===== config.mk =====
export PLATFORM = sky130hd
export DESIGN_NAME = modular_exponentiation_core
export DESIGN_NICKNAME = d
export VERILOG_FILES = /design/src/rtl/core/modexp_pkg.sv /design/src/rtl/core/modexp_cell.sv /design/src/rtl/core/modexp_mulmod.sv /design/src/rtl/core/modular_exponentiation_core.sv
export SDC_FILE = /design/constraint.sdc
export NUM_CORES = 1
export LEC_CHECK = 0
export CORE_ASPECT_RATIO = 0.5
export CORE_MARGIN = 2
export CORE_UTILIZATION = 45
export CTS_CLUSTER_SIZE = 24
export DETAILED_ROUTE_END_ITERATION = 8
export DONT_BUFFER_PORTS = 1
export PLACE_DENSITY = 0.58
export SLEW_MARGIN = 20
export SYNTH_ARGS = -nofsm -noshare
export SYNTH_HDL_FRONTEND = slang
export SYNTH_SLANG_ARGS = --single-unit

===== constraint.sdc =====
create_clock -name clk_i -period 27.5 [get_ports clk_i]
set_input_delay 0 -clock clk_i [delete_from_list [all_inputs] [get_ports clk_i]]
set_output_delay 0 -clock clk_i [all_outputs]
set_load 0.02 [all_outputs]

===== src/rtl/core/modexp_pkg.sv =====
// modexp_pkg: shared constants for the modular exponentiation core
// no dependencies
package modexp_pkg;
  localparam int unsigned Width = 32;
  localparam int unsigned CfgIdxW = 1;
  localparam logic [CfgIdxW-1:0] RegExponent = 1'b0;
  localparam logic [CfgIdxW-1:0] RegModulus  = 1'b1;
endpackage


===== src/rtl/core/modexp_cell.sv =====
// modexp_cell: one bit slice of the shift-add modular multiplier
// depends on: nothing; a chain of these forms a carry-ripple stage per cycle
module modexp_cell (
  input  logic r_lo_i,    // next lower residue bit (for doubling)
  input  logic a_i,       // addend bit
  input  logic m_i,       // modulus bit
  input  logic add_en_i,
  input  logic c1_i,      // carry of r*2 (+a)
  input  logic b1_i,      // borrow of sum - m
  output logic c1_o,
  output logic b1_o,
  output logic s_o,       // raw sum bit
  output logic d_o        // sum - m bit
);
  logic x, y;
  always_comb begin
    x = r_lo_i;
    y = a_i & add_en_i;
    s_o  = x ^ y ^ c1_i;
    c1_o = (x & y) | (x & c1_i) | (y & c1_i);
    d_o  = s_o ^ m_i ^ b1_i;
    b1_o = (~s_o & m_i) | (~s_o & b1_i) | (m_i & b1_i);
  end
endmodule


===== src/rtl/core/modexp_mulmod.sv =====
// modexp_mulmod: bit-serial modular multiplier built from a chain of cells
// depends on: modexp_cell
module modexp_mulmod #(
  parameter int unsigned Width = 32
) (
  input  logic             clk_i,
  input  logic             rst_ni,
  input  logic             start_i,
  input  logic [Width-1:0] a_i,
  input  logic [Width-1:0] b_i,
  input  logic [Width-1:0] m_i,
  output logic             done_o,
  output logic [Width-1:0] r_o
);
  localparam int unsigned CntW = $clog2(Width + 1);
  // each multiplier bit takes a double-reduce step, then an add-reduce step if the bit is set
  logic [Width-1:0] r_q, r_d, b_q, b_d;
  logic [CntW-1:0]  cnt_q, cnt_d;
  logic             phase_q, phase_d, busy_q, busy_d, done_q, done_d;

  logic [Width:0]   c, bw;
  logic [Width-1:0] s, dd;
  logic [Width:0]   rsh;
  logic             add_en;

  assign add_en = phase_q;
  assign rsh    = phase_q ? {1'b0, r_q} : {r_q, 1'b0};
  assign c[0]   = 1'b0;
  assign bw[0]  = 1'b0;

  for (genvar i = 0; i < Width; i++) begin : g_cell
    modexp_cell u_cell (
      .r_lo_i(rsh[i]), .a_i(a_i[i]), .m_i(m_i[i]),
      .add_en_i(add_en), .c1_i(c[i]), .b1_i(bw[i]),
      .c1_o(c[i+1]), .b1_o(bw[i+1]), .s_o(s[i]), .d_o(dd[i])
    );
  end

  logic sum_hi, ge;
  always_comb begin
    sum_hi = c[Width] | (~phase_q & rsh[Width]);
    // sum >= m when the sum overflowed width or no borrow out
    ge = sum_hi | ~bw[Width];
    r_d = r_q; b_d = b_q; cnt_d = cnt_q; phase_d = phase_q;
    busy_d = busy_q; done_d = 1'b0;
    if (start_i) begin
      r_d = '0; b_d = b_i; cnt_d = CntW'(Width); phase_d = 1'b0; busy_d = 1'b1;
    end else if (busy_q) begin
      if (!phase_q) begin
        r_d = ge ? dd : s;
        phase_d = b_q[Width-1];
        if (!b_q[Width-1]) begin
          b_d = b_q << 1;
          cnt_d = cnt_q - 1'b1;
          if (cnt_q == CntW'(1)) begin busy_d = 1'b0; done_d = 1'b1; end
        end
      end else begin
        r_d = ge ? dd : s;
        phase_d = 1'b0;
        b_d = b_q << 1;
        cnt_d = cnt_q - 1'b1;
        if (cnt_q == CntW'(1)) begin busy_d = 1'b0; done_d = 1'b1; end
      end
    end
  end

  always_ff @(posedge clk_i or negedge rst_ni) begin
    if (!rst_ni) begin
      busy_q <= 1'b0; done_q <= 1'b0; phase_q <= 1'b0; cnt_q <= '0;
    end else begin
      busy_q <= busy_d; done_q <= done_d; phase_q <= phase_d; cnt_q <= cnt_d;
    end
  end
  always_ff @(posedge clk_i) begin
    r_q <= r_d; b_q <= b_d;
  end
  assign done_o = done_q;
  assign r_o    = r_q;
endmodule


===== src/rtl/core/modular_exponentiation_core.sv =====
// modular_exponentiation_core: top level, square-and-multiply sequencer
// depends on: modexp_pkg, modexp_mulmod (chain of modexp_cell)
//
// Usage: write exponent (index 0) and modulus (index 1) on the config port
// while idle; both reset to 1. Input transactions carry value_i and
// end_of_message_i on valid_i/stall_o; one result leaves on valid_o/stall_i
// with the flag copied through.
// Each transaction with a nonzero exponent and a modulus above 1 starts
// by reducing value mod modulus through the shared multiplier (1*value),
// then per exponent bit runs an optional multiply and a square. A multiply
// runs a doubling step per multiplier bit plus an add step per set bit,
// each through the cell chain. A zero exponent answers 1; otherwise a
// modulus of 0 or 1 answers 0; neither case uses the multiplier.
// The multiplier is the one shared unit, so one item is processed at a time.
// A finished result sits in the output register until taken; a new input is
// accepted while it waits and holds its result until the register frees.
// Reset clears all control state and drops valid_o.
module modular_exponentiation_core #(
  parameter int unsigned Width = modexp_pkg::Width
) (
  input  logic                          clk_i,
  input  logic                          rst_ni,
  input  logic                          cfg_we_i,
  input  logic [modexp_pkg::CfgIdxW-1:0] cfg_idx_i,
  input  logic [Width-1:0]              cfg_data_i,
  input  logic                          valid_i,
  output logic                          stall_o,
  input  logic [Width-1:0]              value_i,
  input  logic                          end_of_message_i,
  output logic                          valid_o,
  input  logic                          stall_i,
  output logic [Width-1:0]              result_value_o,
  output logic                          end_of_message_out_o
);
  typedef enum logic [5:0] {
    StIdle = 6'b000001, StRed = 6'b000010, StMul = 6'b000100,
    StSqr  = 6'b001000, StNext = 6'b010000, StFin = 6'b100000
  } state_e;

  state_e state_q, state_d;
  logic [Width-1:0] exp_q, mod_q, e_q, e_d, base_q, base_d, acc_q, acc_d;
  logic [Width-1:0] res_q, res_d;
  logic eom_q, eom_d, oeom_q, oeom_d, ovalid_q, ovalid_d;
  logic start;
  logic [Width-1:0] ma, mb;
  logic mdone;
  logic [Width-1:0] mr;

  modexp_mulmod #(.Width(Width)) u_mul (
    .clk_i, .rst_ni, .start_i(start), .a_i(ma), .b_i(mb), .m_i(mod_q),
    .done_o(mdone), .r_o(mr)
  );

  assign stall_o = (state_q != StIdle);
  logic take_out;
  assign take_out = ovalid_q & ~stall_i;

  always_comb begin
    state_d = state_q; e_d = e_q; base_d = base_q; acc_d = acc_q;
    eom_d = eom_q; res_d = res_q; oeom_d = oeom_q;
    ovalid_d = ovalid_q & ~take_out;
    start = 1'b0; ma = base_q; mb = base_q;
    case (state_q)
      StIdle: begin
        // value enters as the serial operand so any value reduces fully
        ma = Width'(1); mb = value_i;
        if (valid_i) begin
          e_d = exp_q; base_d = value_i; eom_d = end_of_message_i;
          if (exp_q == '0) begin
            acc_d = Width'(1); state_d = StFin;
          end else if (mod_q <= Width'(1)) begin
            acc_d = '0; state_d = StFin;
          end else begin
            acc_d = Width'(1); start = 1'b1; state_d = StRed;
          end
        end
      end
      StRed: begin
        ma = Width'(1);
        if (mdone) begin
          base_d = mr; state_d = StNext;
        end
      end
      StNext: begin
        if (e_q == '0) state_d = StFin;
        else if (e_q[0]) begin
          ma = acc_q; mb = base_q; start = 1'b1; state_d = StMul;
        end else begin
          start = 1'b1; state_d = StSqr;
        end
      end
      StMul: begin
        ma = acc_q;
        if (mdone) begin
          acc_d = mr; start = 1'b1; state_d = StSqr;
        end
      end
      StSqr: if (mdone) begin
        base_d = mr; e_d = e_q >> 1; state_d = StNext;
      end
      StFin: if (!ovalid_q || take_out) begin
        res_d = acc_q; oeom_d = eom_q; ovalid_d = 1'b1; state_d = StIdle;
      end
      default: state_d = StIdle;
    endcase
  end

  always_ff @(posedge clk_i or negedge rst_ni) begin
    if (!rst_ni) begin
      state_q <= StIdle; ovalid_q <= 1'b0;
      exp_q <= Width'(1); mod_q <= Width'(1);
    end else begin
      state_q <= state_d; ovalid_q <= ovalid_d;
      if (cfg_we_i && cfg_idx_i == modexp_pkg::RegExponent) exp_q <= cfg_data_i;
      if (cfg_we_i && cfg_idx_i == modexp_pkg::RegModulus)  mod_q <= cfg_data_i;
    end
  end
  always_ff @(posedge clk_i) begin
    e_q <= e_d; base_q <= base_d; acc_q <= acc_d; eom_q <= eom_d;
    res_q <= res_d; oeom_q <= oeom_d;
  end

  assign valid_o = ovalid_q;
  assign result_value_o = res_q;
  assign end_of_message_out_o = oeom_q;
endmodule

==> results of run 1 <==
[layout make-up]
class / count / share of cell area
Sequential cell: 274 / 0.4762
Multi-Input combinational cell: 607 / 0.3679
Timing Repair Buffer: 87 / 0.05346
Clock buffer: 37 / 0.05124
Tap cell: 399 / 0.03165
Inverter: 50 / 0.01190
Clock inverter: 11 / 0.006980
Antenna cell: 4 / 0.0006346
[state kept, by name (all words and copies together) (netlist names)]
name                  flops
e_q                      32
eom_q                     1
end_of_message_out_o      1
state_q                   6
u_mul.busy_q              1
exp_q                    32
acc_q                    32
u_mul.r_o                32
u_mul.cnt_q               6
result_value_o           32
base_q                   32
mod_q                    32
u_mul.done_o              1
u_mul.b_q                32
u_mul.add_en              1
valid_o                   1
[cells in the mapped netlist (all sizes together) (24+ instances only)]
| cell | instances | share of area |
|---|---|---|
| dfxtp | 32 | 0.047 |
| and2 | 32 | 0.015 |
| edfxtp | 162 | 0.35 |
| nand2 | 45 | 0.012 |
| dfrtp | 77 | 0.14 |
| nor2 | 55 | 0.015 |
| nor4 | 24 | 0.011 |
| mux2 | 157 | 0.13 |
| clkbuf | 24 | 0.0066 |
| inv | 50 | 0.014 |
| a22o | 29 | 0.018 |
| a211oi | 35 | 0.021 |
| fa | 62 | 0.090 |
| mux2i | 95 | 0.069 |
| buf | 33 | 0.015 |
[worst min-delay path by stage]
stage / slack [ns] / end / startpoint / depth (start not counted)
final: -0.006 / valid_o / rst_ni / 2
after global routing: 0.01 / valid_o / rst_ni / 2
after CTS: 0.008 / exp_q[6] / rst_ni / 2
after detailed placement: -0.29 / exp_q[1] / rst_ni / 0
after global placement: -0.29 / exp_q[1] / rst_ni / 0
after floorplan: -0.30 / exp_q[10] / rst_ni / 0
[cells by family (layout without fill, tap and decap cells)]
kind of cell / Yosys count / in the layout
AOI/OAI and AO/OA: 96 / 96
and+or+nand+nor: 185 / 185
other: 0 / 4
adders and majority gates: 66 / 66
buffers and inverters: 107 / 185
muxes: 252 / 252
xor gates and xnor gates: 8 / 8
DFF: 274 / 274
[critical path, delay by kind of cell, from the launching register on]
kind	cells	cell delay, ns
fa+ha+maj	32	14.00
compound gates	5	0.94
buf+inv	3	0.95
simple gates	3	0.54
flops	1	0.48
mux	1	0.30
[power by group]
group / total, mW / switching, mW / internal (mW) / leakage [nW]
clock network: 0.385 / 0.160 / 0.224 / 0.459
logic: 0.855 / 0.458 / 0.396 / 2.98
registers: 0.679 / 0.0808 / 0.598 / 2.78
total: 1.92 / 0.700 / 1.22 / 6.22
[metrics by stage]
| stage | area, um^2 | util | power (mW) | std cells | setup WS [ns] |
|---|---|---|---|---|---|
| 3_5_place_dp | 14140 | 0.4684 | 1.536 | 1348 | 10.04 |
| 5_1_grt | 15770 | 0.5226 | 2.078 | 1468 | 9.332 |
| 6_report | 15770 | 0.5227 | 1.918 | 1469 | 10.09 |
| 3_3_place_gp | 14140 | 0.4684 | 1.517 | 1348 | 10.32 |
| 4_1_cts | 15760 | 0.5223 | 1.942 | 1465 | 9.961 |
| 2_1_floorplan | 13750 | - | 1.341 | 988 | 11.05 |
[layer usage]
metal,wire length (um),global-route usage
met5,13,0
met4,607,0.04482
met3,1527,0.04197
met2,13670,0.3104
met1,15940,0.3101
==> results.json, run 1 <==
{
  "die_y_um": 127.6,
  "critPathSlowestCell": "fa_1",
  "synth_flop_cell": "edfxtp_1",
  "numCtsBuffers": 26,
  "area_growth_pct": 14.72,
  "postCtsSetupRepairBufs": 0,
  "skew_ns": 0.02009,
  "cts_tree": "yes",
  "core.rowCount": 45,
  "setup_viol_count_final": 0,
  "critPathMaxFanout": 34,
  "start_kind": "flop",
  "r2r_end": "u_mul.r_o[28]",
  "synth_fa_ha_area_frac": 0.09391,
  "synth_top_family_by_area": "multiplexers",
  "drv_slew": 0,
  "fin_tns_setup_ns": 0,
  "io_buffer_count": 0,
  "p_per_area_nw_per_um2": 121.6,
  "clock_latency_ns": 0.55,
  "antenna_found_initial": 4,
  "final_cell_mix": "edfxtp_1, mux2_2, mux2i_1",
  "cp.required_ns": 27.88,
  "reg2reg_slack_ns": 10.09,
  "clk_pin_slew_ns": 0.07,
  "synthCells": 988,
  "critical_path.max_stage_delay_ns": 0.56,
  "wirelength_mm": 31.76,
  "timing.rr.start": "e_q[0]",
  "cts-root-buf": "clkbuf_16",
  "synthArstFlopShare": 0.2920,
  "remaining_drc_errors": 0,
  "ctsResizeCount": 0,
  "violations": "negative hold slack",
  "clock-sinks": 274,
  "cts.path.max_buffers": 3,
  "grt_overflow": 0,
  "tightestPinTransition_ns": 1.059,
  "htreeDepth": 1,
  "grt_usage": 0.2065,
  "avgSynthCellArea_um2": 13.92,
  "synth_seq_cells": 274,
  "gp_congestion": 0.8057,
  "ir_drop_uv": 59.06,
  "synth_xor_xnor_area_share": 0.005096,
  "grt_max_degree": 81,
  "fmax_mhz": 57.43,
  "yosysSeqAreaShare": 0.5463,
  "final.fill_count": 2549,
  "outcome": "finished, violations left",
  "cp.arrival_ns": 17.80,
  "synth_compound_area_frac": 0.05360,
  "routed_via_density": 5.434,
  "whs_ns": -0.006338,
  "hold_violations": 5,
  "critPathKind": "flop to flop",
  "final_common_cell": "edfxtp_1",
  "synth_mux_area_frac": 0.1980,
  "start_util": 0.4556,
  "grt_first_pass_wirelength_mm": 50.75,
  "fp.dieW_um": 251.2,
  "synth-edff-count": 162,
  "synthSimpleGateAreaFrac": 0.06816,
  "wl_per_cell_um": 21.62,
  "cp-end-kind": "flop",
  "rsz0062_at_grt": "no",
  "regArea_um2": 7512,
  "post-route-period-util": 0.6332,
  "drive_gt1_frac": 0.2233,
  "netlist_area_um2": 13750,
  "hp-class": "input pin to async pin",
  "dpl.hpwl_mm": 21.21,
  "synth_cell_types": 50,
  "dr.pass1.iters": 4,
  "multi_input_area_um2": 5803,
  "leakagePower_nw": 6.216,
  "crit_start": "e_q[0]",
  "max-slew-margin-rel": 0.2943,
  "vias": 7983,
  "drt_iter0_markers": 609,
  "reg2reg_depth": 44,
  "ant_nets": 0,
  "grt_pass1_vias": 8537,
  "period_needed_ns": 17.41,
  "core_um2": 30180,
  "die_area_um2": 32050,
  "syn-num-nets": 1125,
  "yosysWarnings": 0,
  "cp_common_cell": "fa_1",
  "ios": 106,
  "holdBufCountCts": 69,
  "fin_nets": 1183,
  "crit_end": "u_mul.r_o[28]",
  "maxCapViolCount": 0
}
Note: power is estimated with default switching activity, not from simulation.
==> run 2, diff against run 1 <==
==> constraint.sdc (replaced) <==
create_clock -name clk_i -period 17 [get_ports clk_i]
set_input_delay 0 -clock clk_i [delete_from_list [all_inputs] [get_ports clk_i]]
set_output_delay 0 -clock clk_i [all_outputs]
set_load 0.02 [all_outputs]
==> run 2 against run 1 <==
Net effect:
- the run now ends clean
- sequential share of layout area is 0.57 points lower
- clock skew down 0.0053 ns
- worst setup slack worse by 9.5 ns
- sequential power up 63%
- core utilization rose by 0.66 points
- wire length rose by 3.4%
- largest cell class unchanged
==> results.json, run 2 (same netlist as run 1, synthesis figures left out) <==
{
  "start_util": 0.4556,
  "fin_ws_ns": 0.5746,
  "critPathSlowestCell": "dfstp_2",
  "clock-sinks": 274,
  "remaining_drc_errors": 0,
  "grt_overflow": 0,
  "cts.path.max_buffers": 3,
  "antenna_found_initial": 5,
  "cp-end-kind": "flop",
  "cp_common_cell": "fa_1",
  "ios": 106,
  "final_common_cell": "edfxtp_1",
  "maxCapViolCount": 0,
  "core_um2": 30180,
  "hold_violations": 0,
  "dr.pass1.iters": 5,
  "vias": 8132,
  "fp.dieW_um": 251.2,
  "grt_first_pass_wirelength_mm": 49.98,
  "critical_path.max_stage_delay_ns": 0.61,
  "die_area_um2": 32050,
  "ir_drop_uv": 139.8,
  "dpl.hpwl_mm": 21.42,
  "cp.required_ns": 17.38,
  "skew_ns": 0.01481,
  "place_inst": 1348,
  "grt_max_degree": 81,
  "routed_via_density": 5.513,
  "area_growth_pct": 16.18,
  "cts_tree": "yes",
  "clk_pin_slew_ns": 0.07,
  "wirelength_mm": 32.85,
  "hp-class": "input pin to async pin",
  "stdcell_count": 1475,
  "setup_viol_count_final": 0,
  "final_cell_mix": "edfxtp_1, mux2_2, mux2i_1",
  "tightestPinTransition_ns": 1.093,
  "io_buffer_count": 0,
  "post-route-period-util": 0.9662,
  "preCtsSetupSlack_ns": 0.2172,
  "period_needed_ns": 16.43,
  "grt_pass1_vias": 8296,
  "numCtsBuffers": 27,
  "ant_nets": 0,
  "cts-root-buf": "clkbuf_16",
  "final.fill_count": 2570,
  "critPathKind": "flop to flop",
  "gp_congestion": 0.8329,
  "drive_gt1_frac": 0.2414,
  "fmax_mhz": 60.88,
  "max-slew-margin-rel": 0.2713,
  "drv_slew": 0,
  "clock_latency_ns": 0.55,
  "leakagePower_nw": 6.275,
  "wl_per_cell_um": 22.27,
  "fin_util": 0.5293,
  "outcome": "complete, no violations",
  "htreeDepth": 1,
  "start_kind": "flop",
  "p_per_area_nw_per_um2": 204.7,
  "grt_usage": 0.2044,
  "core.rowCount": 45,
  "die_y_um": 127.6,
  "fin_nets": 1190,
  "critPathMaxFanout": 9,
  "drt_iter0_markers": 497,
  "cp.arrival_ns": 16.80
}
## run 2: path summary, 6_finish.rpt
path	startpoint	end	slack, ns	depth (start not counted)
max	state_q[0]	u_mul.r_o[28]	0.57	43
min	rst_ni	exp_q[1]	0.02	2
max reg2reg	state_q[0]	u_mul.r_o[28]	0.57	43
min reg2reg	eom_q	end_of_message_out_o	0.43	0
max in group asynchronous	rst_ni	u_mul.busy_q	16.63	2
min in group clk_i	cfg_idx_i	exp_q[12]	0.04	3
## run 2: critical path: cells and delay by family (launching register included)
family	cells	cell delay, ns
adder cells (fa/ha/maj)	32	13.63
AO/OA/AOI/OAI	6	1.27
flip-flops	1	0.61
buffers and inverters	3	0.36
multiplexers	1	0.23
XOR/XNOR	1	0.15
## run 2: what timing repair did
item	in CTS	in global routing
hold buffers	69	0
endpoints found under the setup margin	0	32
gates resized for setup	0	16
buffers inserted	0	3
endpoints found under the hold margin	235	0
## run 2: power by group
group          internal [mW]  switching (mW)  leakage (nW)
Combinational          0.720           0.784          3.03
Sequential             0.968           0.145          2.78
Clock                  0.391           0.263         0.473
## run 2: per-layer routing
metal / share of wire / GRT usage / up-vias
li1: - / - / 3733
met1: 0.49 / 0.3050 / 4195
met2: 0.43 / 0.3075 / 167
met3: 0.058 / 0.05114 / 33
met4: 0.014 / 0.03256 / 4
met5: 0.00073 / 0 / -
## run 2: per-stage QoR
stage	instance area [um^2]	power, mW	hold slack [ns]	setup TNS (ns)
6_report	15970	3.270	0.02374	0
5_1_grt	15970	3.513	0.03972	-0.05861
3_3_place_gp	14150	2.462	-0.2940	0
4_1_cts	15820	3.187	0.02920	0
3_5_place_dp	14150	2.500	-0.2937	0
2_1_floorplan	13750	2.169	-0.2956	0
## run 2: layout make-up
type                            instances  area (um^2)  area share
Sequential cell                       274         7517      0.4706
Tap cell                              399        499.2     0.03125
Timing Repair Buffer                   93        943.4     0.05906
Inverter                               50        187.7     0.01175
Antenna cell                            3        7.507   0.0004700
Clock inverter                         15        211.5     0.01324
Clock buffer                           34        753.2     0.04715
Multi-Input combinational cell        607         5854      0.3665
==> run 3, diff against run 2 <==
==> constraint.sdc (replaced) <==
create_clock -name clk_i -period 17.1 [get_ports clk_i]
set_input_delay 0 -clock clk_i [delete_from_list [all_inputs] [get_ports clk_i]]
set_output_delay 0 -clock clk_i [all_outputs]
set_load 0.02 [all_outputs]
==> run 3 against run 2 <==
Net effect:
- critical path depth stayed put
- global-route usage is 0.42 points higher
- final cell count is 0.14% higher
- via count is 0.90% higher
- register-to-register slack better by 0.05 ns
- combinational power is 3% lower
- clock power is 7.2% lower
- core utilization is 0.29 points lower
- first-iteration DRC count is 4.2% higher
- largest cell class unchanged
==> results.json, run 3 (same netlist as run 1, synthesis figures left out) <==
{
  "drt_iter0_markers": 518,
  "grt_first_pass_wirelength_mm": 51.29,
  "p_per_area_nw_per_um2": 199.3,
  "dpl.hpwl_mm": 21.40,
  "area_growth_pct": 15.54,
  "htreeDepth": 1,
  "start_util": 0.4556,
  "wl_per_cell_um": 22.42,
  "period_needed_ns": 16.48,
  "cp.required_ns": 17.48,
  "cts.path.max_buffers": 3,
  "fin_nets": 1192,
  "critical_path.max_stage_delay_ns": 0.59,
  "core_um2": 30180,
  "vias": 8205,
  "die_area_um2": 32050,
  "start_kind": "flop",
  "clock-sinks": 274,
  "design_area_um2": 15890,
  "post-route-period-util": 0.9636,
  "cp.arrival_ns": 16.85,
  "cts_tree": "yes",
  "place_inst": 1348,
  "timing.rr.start": "state_q[0]",
  "final_common_cell": "edfxtp_1",
  "cp-end-kind": "flop",
  "hold_violations": 0,
  "io_buffer_count": 0,
  "die_y_um": 127.6,
  "remaining_drc_errors": 0,
  "crit_start": "state_q[0]",
  "fp.dieW_um": 251.2,
  "preCtsSetupSlack_ns": 0.2794,
  "routed_via_density": 5.555,
  "ios": 106,
  "placed_cell_area_um2": 14150,
  "grt_overflow": 0,
  "critPathSlowestCell": "dfstp_2",
  "skew_ns": 0.01274,
  "drv_slew": 0,
  "cp_common_cell": "fa_1",
  "leakagePower_nw": 6.252,
  "critPathMaxFanout": 17,
  "numCtsBuffers": 27,
  "rsz0062_at_grt": "no",
  "hp-class": "input pin to async pin",
  "antenna_found_initial": 6,
  "whs_ns": 0.02617,
  "grt_max_degree": 81,
  "cts-root-buf": "clkbuf_16",
  "dr.pass1.iters": 5,
  "ant_nets": 0,
  "maxCapViolCount": 0,
  "setup_viol_count_final": 0,
  "ir_drop_uv": 106.1,
  "stdcell_count": 1477,
  "grt_pass1_vias": 8411,
  "outcome": "complete, no violations",
  "clock_latency_ns": 0.55,
  "gp_congestion": 0.8377,
  "clk_pin_slew_ns": 0.07,
  "fmax_mhz": 60.69,
  "power_mw": 3.166,
  "final_cell_mix": "edfxtp_1, mux2_2, mux2i_1",
  "grt_usage": 0.2086,
  "fin_tns_setup_ns": 0,
  "wirelength_mm": 33.12,
  "drive_gt1_frac": 0.2381,
  "critPathKind": "flop to flop",
  "fin_ws_ns": 0.6219,
  "tightestPinTransition_ns": 1.104,
  "max-slew-margin-rel": 0.2638,
  "core.rowCount": 45,
  "fin_util": 0.5264
}
[run 3: cell types whose count changed in the layout (fill, tap and decap cells not counted), moves of 2 or more]
| cell | change |
|---|---|
| mux2i_2 | -3 |
| inv_6 | -2 |
| mux2i_1 | +3 |
| bufinv_16 | -2 |
| buf_4 | +3 |
| clkinv_2 | +5 |
| clkbuf_16 | -2 |
[run 3: final cells by class]
cell class	count	area, um^2
fillers	2572	14290
flip-flops and latches	274	7518
multi-input cells	607	5847
repair buffers	95	949.7
clock buffers	33	718.2
well taps	399	499.2
inverters	50	187.7
clock inverters	16	158.9
diodes	3	7.507
[run 3: worst max-delay path, delay by kind of cell (launching register included)]
family,cells,cell delay (ns)
fa+ha+maj,32,13.71
compound gates,6,1.25
flops,1,0.59
buf+inv,3,0.39
mux,1,0.21
xor+xnor,1,0.15
[run 3: path summary, 6_finish.rpt]
| check | endpoint | slack (ns) | depth (start not counted) |
|---|---|---|---|
| worst min register to register | end_of_message_out_o | 0.42 | 0 |
| max in group asynchronous | u_mul.busy_q | 16.70 | 2 |
| worst max register to register | u_mul.r_o[14] | 0.62 | 43 |
| worst max-delay path | u_mul.r_o[14] | 0.62 | 43 |
| worst min-delay path | state_q[2] | 0.03 | 2 |
| min in group clk_i | exp_q[12] | 0.03 | 3 |
[run 3: per-layer routing]
metal / global-route usage / part of all wire
met1: 0.3164 / 0.50
met3: 0.04625 / 0.053
met4: 0.03852 / 0.017
met5: 0 / 0.0011
met2: 0.3096 / 0.43
[run 3: what timing repair did]
action | CTS | global route
endpoints found under the setup margin | 0 | 32
setup buffers | 0 | 6
hold buffers | 69 | 0
endpoints found under the hold margin | 215 | 0
resized for setup | 0 | 13
[run 3: power by group]
part           total [mW]  internal, mW  switching [mW]
clock network       0.607         0.344           0.263
logic                1.45         0.694           0.760
registers            1.10         0.962           0.143
total                3.17          2.00            1.17
